<file path="src/dts_pkg.sv">
// Package for the deadline timer scheduler: field widths, codes, reset values.
// No dependencies.
package dts_pkg;
    localparam int TimeW = 63;
    localparam int SlotW = 4;
    localparam int DefaultSlots = 16;
    localparam int CapW = 7;
    localparam int MaxRes = 64;
    localparam logic [TimeW-1:0] TimeMax = {TimeW{1'b1}};
    localparam logic [TimeW-1:0] LateLimitRst = 63'd10000000000;
    localparam logic [CapW-1:0] CapRst = 7'd64;

    localparam logic [1:0] OpArmOnce = 2'd0;
    localparam logic [1:0] OpArmPer = 2'd1;
    localparam logic [1:0] OpCancel = 2'd2;
    localparam logic [1:0] OpTick = 2'd3;

    localparam logic [1:0] KindAck = 2'd0;
    localparam logic [1:0] KindFire = 2'd1;
    localparam logic [1:0] KindNone = 2'd2;

    localparam logic [1:0] StOk = 2'd0;
    localparam logic [1:0] StZeroPer = 2'd1;
    localparam logic [1:0] StIdle = 2'd2;

    localparam logic [0:0] RegLate = 1'd0;
    localparam logic [0:0] RegCap = 1'd1;

    // candidate travelling along the chain: earliest due slot so far
    typedef struct packed {
        logic             found;
        logic [TimeW-1:0] dl;
        logic [7:0]       idx;
    } cand_t;

    // command broadcast to every cell
    typedef struct packed {
        logic             arm;
        logic             arm_per;
        logic             cancel;
        logic             fire;
        logic [7:0]       idx;
        logic [TimeW-1:0] dl;
        logic [TimeW-1:0] per;
    } cell_cmd_t;
endpackage

</file>
<file path="src/dts_cell.sv">
// One timer slot cell: holds deadline, period and flags, and compares its
// due deadline against the candidate from its neighbor. Depends on dts_pkg.
module dts_cell #(
    parameter logic [7:0] IDX = 8'd0
) (
    input  logic               clk,
    input  logic               rst_n,
    input  dts_pkg::cell_cmd_t cmd,
    input  logic [dts_pkg::TimeW-1:0] now_time,
    input  dts_pkg::cand_t     cand_in,
    output dts_pkg::cand_t     cand_reg,
    output logic               active
);
    import dts_pkg::*;

    logic [TimeW-1:0] dl_reg, per_reg;
    logic active_reg, periodic_reg;
    logic [TimeW:0] sum;
    logic due, better;

    assign active = active_reg;
    assign sum = {1'b0, dl_reg} + {1'b0, per_reg};
    assign due = active_reg && (dl_reg <= now_time);
    // strict less keeps the lower slot on ties (chain runs low to high)
    assign better = due && (!cand_in.found || dl_reg < cand_in.dl);

    always_ff @(posedge clk or negedge rst_n)
    begin
        if (!rst_n)
        begin
            active_reg <= 1'b0;
            periodic_reg <= 1'b0;
            dl_reg <= '0;
            per_reg <= '0;
            cand_reg <= '0;
        end
        else
        begin
            cand_reg <= better ? cand_t'{found: 1'b1, dl: dl_reg, idx: IDX} : cand_in;
            if (cmd.idx == IDX)
            begin
                if (cmd.arm)
                begin
                    active_reg <= 1'b1;
                    periodic_reg <= cmd.arm_per;
                    dl_reg <= cmd.dl;
                    if (cmd.arm_per)
                        per_reg <= cmd.per;
                end
                else if (cmd.cancel)
                begin
                    active_reg <= 1'b0;
                end
                else if (cmd.fire)
                begin
                    if (periodic_reg)
                        dl_reg <= sum[TimeW] ? TimeMax : sum[TimeW-1:0];
                    else
                        active_reg <= 1'b0;
                end
            end
        end
    end
endmodule

</file>
<file path="config.mk">
export PLATFORM = sky130hd
export DESIGN_NAME = dts_cell
export DESIGN_NICKNAME = d
export VERILOG_FILES = /design/src/dts_pkg.sv /design/src/dts_cell.sv
export SDC_FILE = /design/constraint.sdc
export NUM_CORES = 1
export LEC_CHECK = 0
export BUFFER_PORTS_ARGS = -buffer_cell sky130_fd_sc_hd__buf_4
export CORE_MARGIN = 4
export CORE_UTILIZATION = 43
export CTS_BUF_LIST = sky130_fd_sc_hd__clkbuf_16
export DETAILED_ROUTE_END_ITERATION = 7
export MAX_ROUTING_LAYER = met4
export PLACE_DENSITY = 0.66
export SYNTH_ARGS = -nofsm -noshare
export SYNTH_HDL_FRONTEND = slang
export SYNTH_SLANG_ARGS = --single-unit
export TNS_END_PERCENT = 30
</file>
<file path="constraint.sdc">
create_clock -name clk -period 4.05 [get_ports clk]
set_clock_uncertainty 0.1 [all_clocks]
set_input_delay 0.81 -clock clk [delete_from_list [all_inputs] [get_ports clk]]
set_output_delay 0.81 -clock clk [all_outputs]
set_load 0.02 [all_outputs]
</file>
==> metrics, run 1 <==
status=finished, final reports clean; worst slew pin tran=0.962 ns; Register-to-Register Path Depth=13; final wirelength=44.9 mm; CTS Buf Count=17; ratio of cells with drive above 1 in the final layout=0.287; Iter 0 DRT Violations=671; final net count=2,339; CTS Sinks=200; GRT overflow=0; starting density of the core=0.441; average vias per placed instance=5.47; TritonRoute pass-1 iters=5; Tot Pwr=4.86 mW; clock-pin transition on the worst setup and hold timing paths=0.07 ns; Area Growth Syn to Fin=25.7%; endpoint type of the worst setup path=register; Die H=192 µm; Die ar.=36,700 µm²; final setup violation count=0; total number of yosys warnings=0; final slew viol count=0; Worst setup SP type=register; RR Endpoint=dl_reg[18]$_DFFE_PN0P_; CP delay by family, top=compound AO/OA/AOI/OAI gates; slowest stage delay, CP=0.45 ns; number of port buffers=347; max_cap viols=0; via count=12.8k; slowest CP cell=dfrtp_1; relative slew slack=0.358; Worst Setup Path Type=reg -> reg; worst min-delay path category=in -> async; Max Freq=265 MHz; largest net degree at the start of global routing=104; Die Width=192 µm; IO Pins=348; post-synth net total=2,012; initial antenna violation count=3; Top FF cell, synth=dfrtp_1; CTS tree=yes; core region area=32,900 µm²; CTS max path bufs=2; Post-DRT Antenna Nets=0; Mapped Cells=1,548; Req. time, crit path=4.26 ns; setup TNS=0 ns; worst ir drop on vdd=0.304 mV; Yosys reg bits=200; worst r2r src=dl_reg[34]$_DFFE_PN0P_; crit path DAT=3.98 ns; CP Max Fanout=44; Fin Hold WS=0.349 ns; commonest non-fill, non-tap cell in the layout=buf_4; Crit path top cell by count=o21ai_0; final cell count without fillers=2,333; DP Worst Slack=0.0256 ns; GRT Resource Usage Total=0.250; first-pass GRT wire length=70.2 mm; Final Critical Period=3.77 ns; syn_area_per_cell=9.36 µm²; RSZ-0062 raised after global routing=false; fill cell count=3,051; power per cell area=267 nW/µm²; commonest non-fill, non-tap cells in the layout=buf_4 (365), dfrtp_1 (200), ha_1 (188); gpl congestion=0.884; Cell variety after synth=66; latest clock arrival within the worst-skew pair=0.47 ns; Detailed Place HPWL=35.9 mm; DRC Markers=0; mapped cell area=14,500 µm²; sequential area share after synthesis=0.345; wire per inst=19.3 µm; row count=66; Critical Path, Cell by Cell=ha_1, a21oi_1, o21ai_0, a21oi_1, o21ai_0, a31o_2, a221oi_1, o21ai_2, a31oi_4, o211ai_4, buf_12, o22ai_1, o21ai_0; worst path buffer plus inverter count=1; vias in the first global route=13.1k; Post-synth ARST share=1.00; CTS H-tree depth=4; Cells after DPL=2,298; clk root buf=clkbuf_16; EDFF count, synth=0; Pleak=9.95 nW; setup ws final=0.277 ns; R2R Setup Slk=0.28 ns; number of flip-flops under the largest register name=72; period utilization=0.932; Final Hold Fails=0
## final cells by class
class / count / area (µm²) / area share
Sequential cell: 200 / 5000 / 0.275
Clock inverter: 15 / 120 / 0.00659
Multi-Input combinational cell: 1144 / 8740 / 0.480
Antenna cell: 3 / 7.51 / 0.000412
Clock buffer: 17 / 425 / 0.0234
Tap cell: 442 / 553 / 0.0304
Timing Repair Buffer: 370 / 2830 / 0.156
Inverter: 142 / 533 / 0.0293
## per-stage QoR
step            util  area (µm²)
6_report       0.554       18200
3_3_place_gp   0.537       17700
3_5_place_dp   0.537       17700
2_1_floorplan      -       14500
4_1_cts        0.554       18200
5_1_grt        0.554       18200
## metal layers
layer	GRT usage	vias to the layer above	share of wire
met3	0.0480	51	0.058
met4	0.0757	0	0.023
met2	0.399	370	0.47
met5	-	-	0
li1	-	6256	-
met1	0.324	6087	0.45
## worst max path at each step
stage	startpoint	to	slack [ns]	cells after the start
after floorplan	now_time[21]	cand_reg[10]$_DFF_PN0_	0.72	12
after global placement	now_time[32]	cand_reg[47]$_DFF_PN0_	0.15	15
after detailed placement	now_time[32]	cand_reg[38]$_DFF_PN0_	0.03	15
after CTS	dl_reg[0]$_DFFE_PN0P_	dl_reg[58]$_DFFE_PN0P_	0.12	15
after global routing	dl_reg[0]$_DFFE_PN0P_	dl_reg[58]$_DFFE_PN0P_	0.04	15
final	dl_reg[34]$_DFFE_PN0P_	dl_reg[18]$_DFFE_PN0P_	0.28	13
## what timing repair did
| item | CTS | global route |
|---|---|---|
| buffers inserted | 0 | 0 |
| endpoints found under the hold margin | 0 | 0 |
| hold buffers | 0 | 0 |
| gates resized for setup | 0 | 2 |
| setup endpoints to repair | 0 | 3 |
## where the power goes
group / leakage [nW] / switching [mW] / internal [mW]
sequential: 2.62 / 0.0828 / 2.10
clock: 0.268 / 0.842 / 0.801
combinational: 7.06 / 0.522 / 0.514
## cell usage after synthesis (6+ instances only)
library cell / instances / area share
a211oi_1: 7 / 0.0036
a21o_1: 77 / 0.040
a21oi_1: 114 / 0.039
a31oi_1: 7 / 0.0030
and2_1: 12 / 0.0052
and3_1: 7 / 0.0030
buf_2: 16 / 0.0055
clkbuf_1: 42 / 0.011
dfrtp_1: 200 / 0.35
ha_1: 188 / 0.16
inv_1: 141 / 0.037
mux2_1: 14 / 0.011
mux2_2: 112 / 0.087
nand2_1: 133 / 0.034
nand2b_1: 6 / 0.0026
nand3_1: 13 / 0.0045
nand4_1: 46 / 0.020
nor2_1: 48 / 0.012
nor2b_1: 8 / 0.0035
nor3_1: 15 / 0.0052
o211ai_1: 7 / 0.0036
o21ai_0: 111 / 0.038
o21ai_1: 17 / 0.0059
o21bai_1: 16 / 0.0083
o22ai_1: 48 / 0.021
o22ai_2: 6 / 0.0052
or3_1: 7 / 0.0030
xnor2_1: 33 / 0.020
xor2_1: 25 / 0.015
## cells by family (layout without fill, tap and decap cells)
logic type,after synthesis,in the layout,synth area share
adder cells (fa/ha/maj),189,189,0.164
flip-flops,200,200,0.345
AND/OR/NAND/NOR,309,309,0.101
other,0,3,0
multiplexers,128,128,0.0993
AO/OA/AOI/OAI,460,460,0.200
XOR/XNOR,58,58,0.0351
buffers and inverters,204,544,0.0553
(Power assumes the default switching activity.)
==> run 2, diff against run 1 <==
--- a/config.mk
+++ b/config.mk
@@ -6,6 +6,7 @@
 export NUM_CORES = 1
 export LEC_CHECK = 0
 export BUFFER_PORTS_ARGS = -buffer_cell sky130_fd_sc_hd__buf_4
+export CORE_ASPECT_RATIO = 2
 export CORE_MARGIN = 4
 export CORE_UTILIZATION = 43
 export CTS_BUF_LIST = sky130_fd_sc_hd__clkbuf_16
==> run 2 against run 1 <==
Non-clock buffer count grew 16; register-to-register slack lost 0.02 ns; die area grew 0.49%; global-route usage grew 2.3 points; flip-flop and latch count is the same; combinational power is essentially flat; first-iteration DRC count shrank 1.9%; critical path depth grew 2; worst setup slack lost 0.023 ns; utilization grew 0.53 points; sequential share of layout area shrank 0.41 points.
==> metrics, run 2 (synthesis gave the netlist of run 1 again) <==
setup TNS=0 ns (unchanged); clock-pin transition on the worst setup and hold timing paths=0.08 ns (about the same); Setup Fix Bufs, Post-CTS=0 (unchanged); initial antenna violation count=9 (+6); Final Critical Period=3.80 ns (+0.0229 ns); final wirelength=49.0 mm (+9.0%); CTS tree=yes; CP delay by family, top=compound AO/OA/AOI/OAI gates; worst min-delay path category=in -> async; Pleak=10.1 nW (+1.4%); Worst setup SP type=register; average vias per placed instance=5.63 (+2.9%); CTS Sinks=200 (unchanged); Core Util, Final=0.560 (+0.00530); latest clock arrival within the worst-skew pair=0.46 ns (about the same); power per cell area=281 nW/µm² (+5.5%); row count=94 (+42%); vias in the first global route=14.1k (+7.6%); core region area=33,000 µm² (+0.56%); Max Freq=263 MHz (-0.60%); slowest CP cell=fa_1; Req. time, crit path=4.27 ns (about the same); GRT overflow=0 (unchanged); DP Worst Slack=-0.0578 ns (-0.0834 ns); largest net degree at the start of global routing=110 (+5.8%); worst slew pin tran=1.03 ns (+0.0671 ns); number of flip-flops under the largest register name=72 (unchanged); final slew viol count=0 (unchanged); CTS Buf Count=17 (unchanged); Die Width=138 µm (-28%); Iter 0 DRT Violations=658 (-1.9%); fill cell count=3,004 (-1.5%); commonest non-fill, non-tap cells in the layout=buf_4 (379), dfrtp_1 (200), ha_1 (188); number of port buffers=347 (unchanged); starting density of the core=0.438 (-0.00244); final setup violation count=0 (unchanged); status=finished, final reports clean; CP Max Fanout=5 (-89%); ratio of cells with drive above 1 in the final layout=0.295 (+0.00862); Critical Path, Cell by Cell=ha_1, fa_1, a211oi_2, o211ai_1, a21boi_2, o21bai_1, a41o_1, a311oi_2, buf_4, a21oi_1, a21oi_1, buf_4, o21ai_0, xnor2_1, a22oi_1; CTS max path bufs=2 (unchanged); Tot Pwr=5.20 mW (+7.1%); TritonRoute pass-1 iters=5 (unchanged); Multi-input gate area=8750 µm² (+0.13%); commonest non-fill, non-tap cell in the layout=buf_4; worst r2r src=dl_reg[0]$_DFFE_PN0P_; via count=13.2k (+3.4%); slowest stage delay, CP=0.44 ns (about the same); IO Pins=348 (unchanged); Die H=268 µm (+40%); period utilization=0.937 (+0.00565); relative slew slack=0.314 (-0.0447); DRC Markers=0 (unchanged); hold buffer count at cts=0 (unchanged); crit path DAT=4.02 ns (+0.04 ns); worst ir drop on vdd=0.323 mV (+6.3%); RR Endpoint=dl_reg[62]$_DFFE_PN0P_; wire per inst=20.9 µm (+8.4%); Die ar.=36,900 µm² (+0.49%); endpoint type of the worst setup path=register; Final Hold Fails=0 (unchanged); worst path buffer plus inverter count=2 (+1); Worst Setup Path Type=reg -> reg; gpl congestion=0.950 (+7.5%); setup ws final=0.254 ns (-0.0229 ns); first-pass GRT wire length=74.2 mm (+5.8%); Register-to-Register Path Depth=15 (+2); GRT Resource Usage Total=0.273 (+0.0226); Detailed Place HPWL=40.1 mm (+12%); R2R Setup Slk=0.25 ns (-0.02 ns); max_cap viols=0 (unchanged); Post-DRT Antenna Nets=0 (unchanged); Register Area=5000 µm² (unchanged); clk root buf=clkbuf_16; RSZ-0062 raised after global routing=false; Area Growth Syn to Fin=27.6%; CTS H-tree depth=4 (unchanged); final net count=2,355 (+0.68%)
-- run 2: cell types whose count changed in the layout (fill, tap and decap cells not counted), sizes merged --
cell and delta:
diode +7, clkinv -4, clkinvlp +1, bufinv +5
inv -2, buf +16
-- run 2: per-layer routing --
layer	share of wire	track usage
met2	0.58	0.516
met1	0.32	0.248
met4	0.071	0.179
met3	0.032	0.0299
met5	0	-
-- run 2: per-stage QoR --
stage,hold slack (ns),area [µm²],instances
2_1_floorplan,0.360,14500,1548
3_3_place_gp,0.378,17800,2304
3_5_place_dp,0.399,17800,2304
4_1_cts,0.404,18400,2336
5_1_grt,0.431,18500,2345
6_report,0.321,18500,2346
-- run 2: layout make-up --
cell class | instances | area share
inverters | 142 | 0.0288
repair buffers | 386 | 0.161
clock buffers | 17 | 0.0230
diodes | 10 | 0.00135
clock inverters | 15 | 0.0127
multi-input cells | 1144 | 0.473
well taps | 432 | 0.0292
flip-flops and latches | 200 | 0.271
-- run 2: timing repair --
item,CTS,global route
hold endpoints to repair,0,0
endpoints found under the setup margin,0,6
gates resized for setup,0,4
-- run 2: worst max path at each step --
stage	depth (start not counted)	endpoint	startpoint
2_1_floorplan	12	cand_reg[10]$_DFF_PN0_	now_time[21]
3_3_place_gp	15	cand_reg[14]$_DFF_PN0_	now_time[16]
3_5_place_dp	15	cand_reg[12]$_DFF_PN0_	now_time[16]
4_1_cts	15	dl_reg[62]$_DFFE_PN0P_	dl_reg[0]$_DFFE_PN0P_
5_1_grt	15	dl_reg[62]$_DFFE_PN0P_	dl_reg[0]$_DFFE_PN0P_
6_report	15	dl_reg[62]$_DFFE_PN0P_	dl_reg[0]$_DFFE_PN0P_
-- run 2: power by group --
group | internal (mW) | switching (mW) | total, mW
Combinational | 0.525 | 0.539 | 1.06
Clock | 1.11 | 0.851 | 1.96
Sequential | 2.10 | 0.0791 | 2.18
Total | 3.73 | 1.47 | 5.20
